$ cat src/hdl/tbp_pkg.sv
// shared types, constants and counter functions for the two-bit branch predictor table
// no dependencies
`default_nettype none

package tbp_pkg;

    localparam int ADDR_W             = 32;
    localparam int CFG_W              = 4;
    localparam int MISS_W             = 32;
    localparam int DEF_MAX_INDEX_BITS = 10;

    localparam logic [CFG_W-1:0] INDEX_BITS_RESET = 4'd10;

    typedef logic [1:0] counter_t;

    localparam counter_t CNT_SN = 2'b00;
    localparam counter_t CNT_WN = 2'b01;
    localparam counter_t CNT_WT = 2'b10;
    localparam counter_t CNT_ST = 2'b11;

    function automatic logic predict(input counter_t c);
        return (c == CNT_WT) || (c == CNT_ST);
    endfunction

    // weakly not-taken jumps to strong taken, weakly taken jumps to strong not-taken
    function automatic counter_t next_counter(input counter_t c, input logic tk);
        counter_t r;
        if (tk)
        begin
            r = (c == CNT_SN) ? CNT_WN : CNT_ST;
        end
        else
        begin
            r = (c == CNT_ST) ? CNT_WT : CNT_SN;
        end
        return r;
    endfunction

endpackage

`default_nettype wire

$ cat src/hdl/tbp_counter_mem.sv
// counter table memory with registered read and a clearing sweep after reset
// depends on tbp_pkg
`default_nettype none

module tbp_counter_mem #(
    parameter int AW = tbp_pkg::DEF_MAX_INDEX_BITS
) (
    input  wire logic              clk,
    input  wire logic              rst_n,
    input  wire logic              rd_en,
    input  wire logic [AW-1:0]     rd_addr,
    output tbp_pkg::counter_t      rd_data,
    input  wire logic              wr_en,
    input  wire logic [AW-1:0]     wr_addr,
    input  wire tbp_pkg::counter_t wr_data,
    output logic                   clearing
);

    tbp_pkg::counter_t mem [2**AW];
    tbp_pkg::counter_t rd_data_reg;
    logic              clearing_reg;
    logic [AW-1:0]     clr_addr_reg;

    logic              mem_we;
    logic [AW-1:0]     mem_waddr;
    tbp_pkg::counter_t mem_wdata;

    always_ff @(posedge clk or negedge rst_n)
    begin
        if (!rst_n)
        begin
            clearing_reg <= 1'b1;
            clr_addr_reg <= '0;
        end
        else if (clearing_reg)
        begin
            clr_addr_reg <= clr_addr_reg + 1'b1;
            if (clr_addr_reg == '1)
            begin
                clearing_reg <= 1'b0;
            end
        end
    end

    always_comb
    begin
        if (clearing_reg)
        begin
            mem_we    = 1'b1;
            mem_waddr = clr_addr_reg;
            mem_wdata = tbp_pkg::CNT_ST;
        end
        else
        begin
            mem_we    = wr_en;
            mem_waddr = wr_addr;
            mem_wdata = wr_data;
        end
    end

    always_ff @(posedge clk)
    begin
        if (mem_we)
        begin
            mem[mem_waddr] <= mem_wdata;
        end
    end

    always_ff @(posedge clk)
    begin
        if (rd_en)
        begin
            rd_data_reg <= mem[rd_addr];
        end
    end

    assign rd_data  = rd_data_reg;
    assign clearing = clearing_reg;

endmodule

`default_nettype wire

$ cat src/hdl/two_bit_branch_predictor_table.sv
// an accepted request waits in stage 1 with its counter read; its result is registered on the outputs when it advances
// throughput: one request per cycle while out_stall is low and no clearing pass runs
// counter table is read into a register, then prediction and update happen in one stage
// reset: a clearing pass over all 2**MAX_INDEX_BITS entries sets every counter to strongly taken,
// in_stall stays high meanwhile; index_bits resets to 10, miss count to zero
// depends on tbp_pkg and tbp_counter_mem
`default_nettype none

module two_bit_branch_predictor_table #(
    parameter int MAX_INDEX_BITS = tbp_pkg::DEF_MAX_INDEX_BITS
) (
    input  wire logic                         clk,
    input  wire logic                         rst_n,
    input  wire logic                         cfg_valid,
    output logic                              cfg_ready,
    input  wire logic [tbp_pkg::CFG_W-1:0]    cfg_data,
    input  wire logic                         in_valid,
    output logic                              in_stall,
    input  wire logic [tbp_pkg::ADDR_W-1:0]   branch_address,
    input  wire logic                         taken,
    output logic                              out_valid,
    input  wire logic                         out_stall,
    output logic                              predicted_taken,
    output logic                              mispredicted,
    output logic [tbp_pkg::MISS_W-1:0]        miss_total
);

    localparam int AW = MAX_INDEX_BITS;

    logic [tbp_pkg::CFG_W-1:0]  index_bits_reg;
    logic                       clamp;
    logic [AW-1:0]              idx_mask;
    logic [AW-1:0]              rd_idx;
    logic                       clearing;
    logic                       in_fire;
    logic                       s1_adv;

    logic                       s1_valid_reg;
    logic [AW-1:0]              s1_idx_reg;
    logic                       s1_taken_reg;
    tbp_pkg::counter_t          rd_data;

    logic                       byp_valid_reg;
    logic [AW-1:0]              byp_idx_reg;
    tbp_pkg::counter_t          byp_val_reg;

    tbp_pkg::counter_t          cur;
    tbp_pkg::counter_t          cnt_next;
    logic                       pred;
    logic                       miss;
    logic [tbp_pkg::MISS_W-1:0] miss_cnt_reg;
    logic [tbp_pkg::MISS_W-1:0] miss_cnt_next;

    logic                       out_valid_reg;
    logic                       predicted_taken_reg;
    logic                       mispredicted_reg;
    logic [tbp_pkg::MISS_W-1:0] miss_total_reg;

    assign cfg_ready = 1'b1;

    always_ff @(posedge clk or negedge rst_n)
    begin
        if (!rst_n)
        begin
            index_bits_reg <= tbp_pkg::INDEX_BITS_RESET;
        end
        else if (cfg_valid)
        begin
            index_bits_reg <= cfg_data;
        end
    end

    always_comb
    begin
        clamp = 32'(index_bits_reg) > 32'(MAX_INDEX_BITS);
        for (int i = 0; i < AW; i++)
        begin
            idx_mask[i] = clamp || (32'(i) < 32'(index_bits_reg));
        end
    end

    assign rd_idx   = branch_address[AW-1:0] & idx_mask;
    assign s1_adv   = s1_valid_reg && (!out_valid_reg || !out_stall);
    assign in_stall = clearing || (s1_valid_reg && !s1_adv);
    assign in_fire  = in_valid && !in_stall;

    tbp_counter_mem #(
        .AW (AW)
    ) u_mem (
        .clk      (clk),
        .rst_n    (rst_n),
        .rd_en    (in_fire),
        .rd_addr  (rd_idx),
        .rd_data  (rd_data),
        .wr_en    (s1_adv),
        .wr_addr  (s1_idx_reg),
        .wr_data  (cnt_next),
        .clearing (clearing)
    );

    // last write forwarded over the stale read
    always_comb
    begin
        cur      = (byp_valid_reg && (byp_idx_reg == s1_idx_reg)) ? byp_val_reg : rd_data;
        pred     = tbp_pkg::predict(cur);
        miss     = pred != s1_taken_reg;
        cnt_next = tbp_pkg::next_counter(cur, s1_taken_reg);
        miss_cnt_next = (miss && (miss_cnt_reg != '1)) ? miss_cnt_reg + 1'b1 : miss_cnt_reg;
    end

    always_ff @(posedge clk or negedge rst_n)
    begin
        if (!rst_n)
        begin
            s1_valid_reg  <= 1'b0;
            byp_valid_reg <= 1'b0;
            miss_cnt_reg  <= '0;
            out_valid_reg <= 1'b0;
        end
        else
        begin
            if (in_fire)
            begin
                s1_valid_reg <= 1'b1;
            end
            else if (s1_adv)
            begin
                s1_valid_reg <= 1'b0;
            end
            if (s1_adv)
            begin
                byp_valid_reg <= 1'b1;
                miss_cnt_reg  <= miss_cnt_next;
                out_valid_reg <= 1'b1;
            end
            else if (!out_stall)
            begin
                out_valid_reg <= 1'b0;
            end
        end
    end

    always_ff @(posedge clk)
    begin
        if (in_fire)
        begin
            s1_idx_reg   <= rd_idx;
            s1_taken_reg <= taken;
        end
        if (s1_adv)
        begin
            byp_idx_reg         <= s1_idx_reg;
            byp_val_reg         <= cnt_next;
            predicted_taken_reg <= pred;
            mispredicted_reg    <= miss;
            miss_total_reg      <= miss_cnt_next;
        end
    end

    assign out_valid       = out_valid_reg;
    assign predicted_taken = predicted_taken_reg;
    assign mispredicted    = mispredicted_reg;
    assign miss_total      = miss_total_reg;

`ifndef SYNTH
    a_clear_blocks: assert property (@(posedge clk) disable iff (!rst_n)
        clearing |-> in_stall)
        else $error("request accepted during clearing pass");

    a_s1_hold: assert property (@(posedge clk) disable iff (!rst_n)
        (s1_valid_reg && !s1_adv) |=> (s1_valid_reg && $stable(s1_idx_reg)))
        else $error("stalled stage lost its request");

    a_miss_count: assert property (@(posedge clk) disable iff (!rst_n)
        (out_valid && mispredicted) |-> (miss_total != '0))
        else $error("mispredict reported with zero miss count");

    a_miss_mono: assert property (@(posedge clk) disable iff (!rst_n)
        s1_adv |=> (miss_cnt_reg >= $past(miss_cnt_reg)))
        else $error("miss count went backward");
`endif

endmodule

`default_nettype wire
$ cat config.mk
export PLATFORM = sky130hd
export DESIGN_NAME = two_bit_branch_predictor_table
export DESIGN_NICKNAME = d
export VERILOG_FILES = /design/src/hdl/tbp_pkg.sv /design/src/hdl/tbp_counter_mem.sv /design/src/hdl/two_bit_branch_predictor_table.sv
export SDC_FILE = /design/constraint.sdc
export NUM_CORES = 2
export LEC_CHECK = 0
export BUFFER_PORTS_ARGS = -buffer_cell sky130_fd_sc_hd__buf_2
export CORE_MARGIN = 2
export CORE_UTILIZATION = 63
export DETAILED_ROUTE_END_ITERATION = 10
export GPL_TIMING_DRIVEN = 1
export PLACE_DENSITY_LB_ADDON = 0.25
export SYNTH_ARGS = -nofsm -noshare
export SYNTH_HDL_FRONTEND = slang
export SYNTH_SLANG_ARGS = --single-unit
$ cat constraint.sdc
create_clock -name clk -period 22.1 [get_ports clk]
set_clock_uncertainty 0.15 [all_clocks]
set_input_delay 2.21 -clock clk [delete_from_list [all_inputs] [get_ports clk]]
set_output_delay 2.21 -clock clk [all_outputs]
set_load 0.02 [all_outputs]
==> results.json <==
{
  "gr-usage-all-layers": 0.316,
  "port-buffer-count": 55,
  "synth_nets": 6333,
  "power.switching_mw": 2.08,
  "synthFlopType": "edfxtp_1",
  "synthCells": 6289,
  "cp_max_fo": 133,
  "antenna_found_initial": 5,
  "routed_wl_um": 231000,
  "cts_hold_buffers": 0,
  "area_delta_synth_final_pct": 8.98,
  "root_buffer": "clkbuf_16",
  "yosysSeqAreaShare": 0.722,
  "cts_setup_buffers": 0,
  "placed_cell_area_sq_um": 90600,
  "final_common_cell": "edfxtp_1",
  "die_height_um": 381,
  "postLayoutSetupSlackWorst_ps": 14630,
  "synthAdderAreaFrac": 0.000392,
  "r2r_slack_ps": 15210,
  "dieArea_sq_um": 145000,
  "crit_type": "in2reg",
  "grt_max_degree": 273,
  "status": "finished, final reports clean",
  "gp_congestion": 0.864,
  "htree_levels": 4,
  "switching_share": 0.233,
  "p_per_area_nw_per_um2": 91.7,
  "finalSetupViolations": 0,
  "finalHoldViolations": 0,
  "synth_edf_count": 2107,
  "cts_tree": "done",
  "final_cell_mix": "2107 x edfxtp_1, 1076 x nor2_1, 734 x nand2_1, 433 x mux2i_1, 367 x a21oi_1",
  "nFillCells": 9423,
  "p_seq_frac": 0.521,
  "hold_class": "reg2reg",
  "ys_warn_count": 0,
  "cts_sinks": 2157,
  "start_util": 0.633,
  "grt_pass1_wl_um": 336000,
  "synth_top_family_by_area": "simple AND/OR/NAND/NOR gates",
  "p_comb_frac": 0.084,
  "cp.required_ps": 22510,
  "clock_power_share": 0.395,
  "min_period_ps": 7470,
  "core_area_sq_um": 141000,
  "async_reset_ff_frac": 0.0232,
  "drt-vias-per-instance": 6.64,
  "synth_compound_area_frac": 0.0540,
  "ant_nets": 0,
  "synth_simple_gate_area_frac": 0.0995,
  "endpoint_kind": "flip-flop",
  "hold_depth": 1,
  "tightestPinTransition_ps": 1350,
  "route.detailed.drc": 0,
  "fmax_ghz": 0.134,
  "die_w_um": 381,
  "num_vias": 54700,
  "rsz0062_at_grt": "no",
  "power.internal_mw": 6.85,
  "drv_slew": 0,
  "post_cts_resized": 0,
  "synth_mux_area_frac": 0.0857,
  "hpwlAfterDp_um": 124000,
  "multiInputGateArea_sq_um": 22300,
  "final_cells": 8246,
  "post-place-ws_ps": 13890,
  "io_pins": 79,
  "p_leak_nw": 31.4,
  "design_area_sq_um": 97300,
  "largest_register_ffs": 2048,
  "dp.cells": 7858,
  "synthXorXnorAreaFrac": 0.00794,
  "drt_iter0_drc": 7219,
  "clk_pin_slew_ps": 60,
  "drive_above_1_share": 0.109,
  "synth_area_per_cell_sq_um": 14.2,
  "grt_pass1_vias": 53400,
  "overflow": 0,
  "cts_made_buffers": 207,
  "min_period_over_period": 0.338,
  "cts_max_path_buffers": 3,
  "ir_drop_uv": 68.3,
  "ys_seq_elements": 2157,
  "yosysUniqueCellTypes": 74,
  "reg2regPathDepth": 13,
  "setup_tns_ps": 0,
  "rows": 138,
  "slew_headroom": 0.101,
  "crit_arrival_ps": 7880,
  "fin_nets": 6221,
  "cp-start-kind": "primary input",
  "register_area_sq_um": 64500,
  "synth_area_sq_um": 89300,
  "routedWlPerCell_um": 28.1,
  "drtPass1Iterations": 8,
  "clkLatencyLatePin_ps": 840,
  "drv_cap": 0
}
==> final cells by class <==
| class | instances | share of cell area |
|---|---|---|
| clock inverters | 137 | 0.0130 |
| clock buffers | 245 | 0.0564 |
| flip-flops and latches | 2157 | 0.663 |
| well taps | 1890 | 0.0243 |
| repair buffers | 169 | 0.0127 |
| multi-input cells | 3620 | 0.229 |
| inverters | 22 | 0.00100 |
| diodes | 6 | 0.000154 |
==> worst max-delay path, cell delays in order <==
cell and delay [ps]:
buf_2 200, o41ai_4 130, buf_12 650, buf_4 770, buf_4 730, buf_4 660, mux2i_1 280, o221ai_1 130
o22ai_1 300, a21oi_1 230, nor4_1 810, nor3_1 100, a2111oi_0 440, nor4_1 130
==> final timing paths <==
check,startpoint,endpoint
setup / recovery,branch_address[0],u_mem.rd_data[1]
hold / removal,miss_cnt_reg[13],miss_cnt_reg[13]
setup reg to reg,index_bits_reg[3],u_mem.rd_data[1]
hold reg to reg,miss_cnt_reg[13],miss_cnt_reg[13]
max in group asynchronous,rst_n,miss_cnt_reg[25]
min in group asynchronous,rst_n,u_mem.clr_addr_reg[0]
==> layer usage <==
metal / global-route usage / routed length (um)
met3: 0.0715 / 27000
met5: 0 / 25
met1: 0.420 / 82600
met4: 0.136 / 10100
met2: 0.508 / 112000
==> cell families (layout without fill, tap and decap cells) <==
family,after synthesis,after routing
compound gates,762,762
xor+xnor,81,81
fa+ha+maj,3,3
buf+inv,512,573
flops,2157,2157
mux,586,586
other cells,1,7
simple gates,2187,2187
==> through the flow <==
step / total power [mW] / util / hold slack [ps]
floorplan: 5.43 / - / 274
global placement: 5.46 / 0.642 / 340
detailed placement: 5.47 / 0.642 / 346
CTS: 8.93 / 0.690 / 354
global route: 9.14 / 0.690 / 393
finish: 8.93 / 0.690 / 356
==> power groups by stage <==
| stage | Clock, mW | Sequential, mW | Combinational [mW] |
|---|---|---|---|
| 2_1_floorplan | 0 | 4.96 | 0.463 |
| 3_3_place_gp | 0 | 4.73 | 0.726 |
| 3_5_place_dp | 0 | 4.73 | 0.736 |
| 4_1_cts | 3.54 | 4.65 | 0.741 |
| 5_1_grt | 3.70 | 4.65 | 0.792 |
| 6_report | 3.53 | 4.65 | 0.753 |
==> synthesized netlist by cell type, types with 47 or more instances <==
master     instances  share of area
a21oi_1          367          0.021
a2111oi_0         50         0.0049
edfxtp_1        2107           0.71
o22ai_1          157          0.011
nand2_1          759          0.032
mux2i_1          433          0.049
nor3_1           130         0.0073
nor2_1          1079          0.045
xnor2_1           51         0.0050
buf_6             48         0.0061
dfrtp_1           47          0.013
nor4_1           113         0.0079
mux4_2           142          0.036
o221ai_1          80         0.0078
clkbuf_1         336          0.014
No activity file was read; power rests on OpenSTA's default activity.
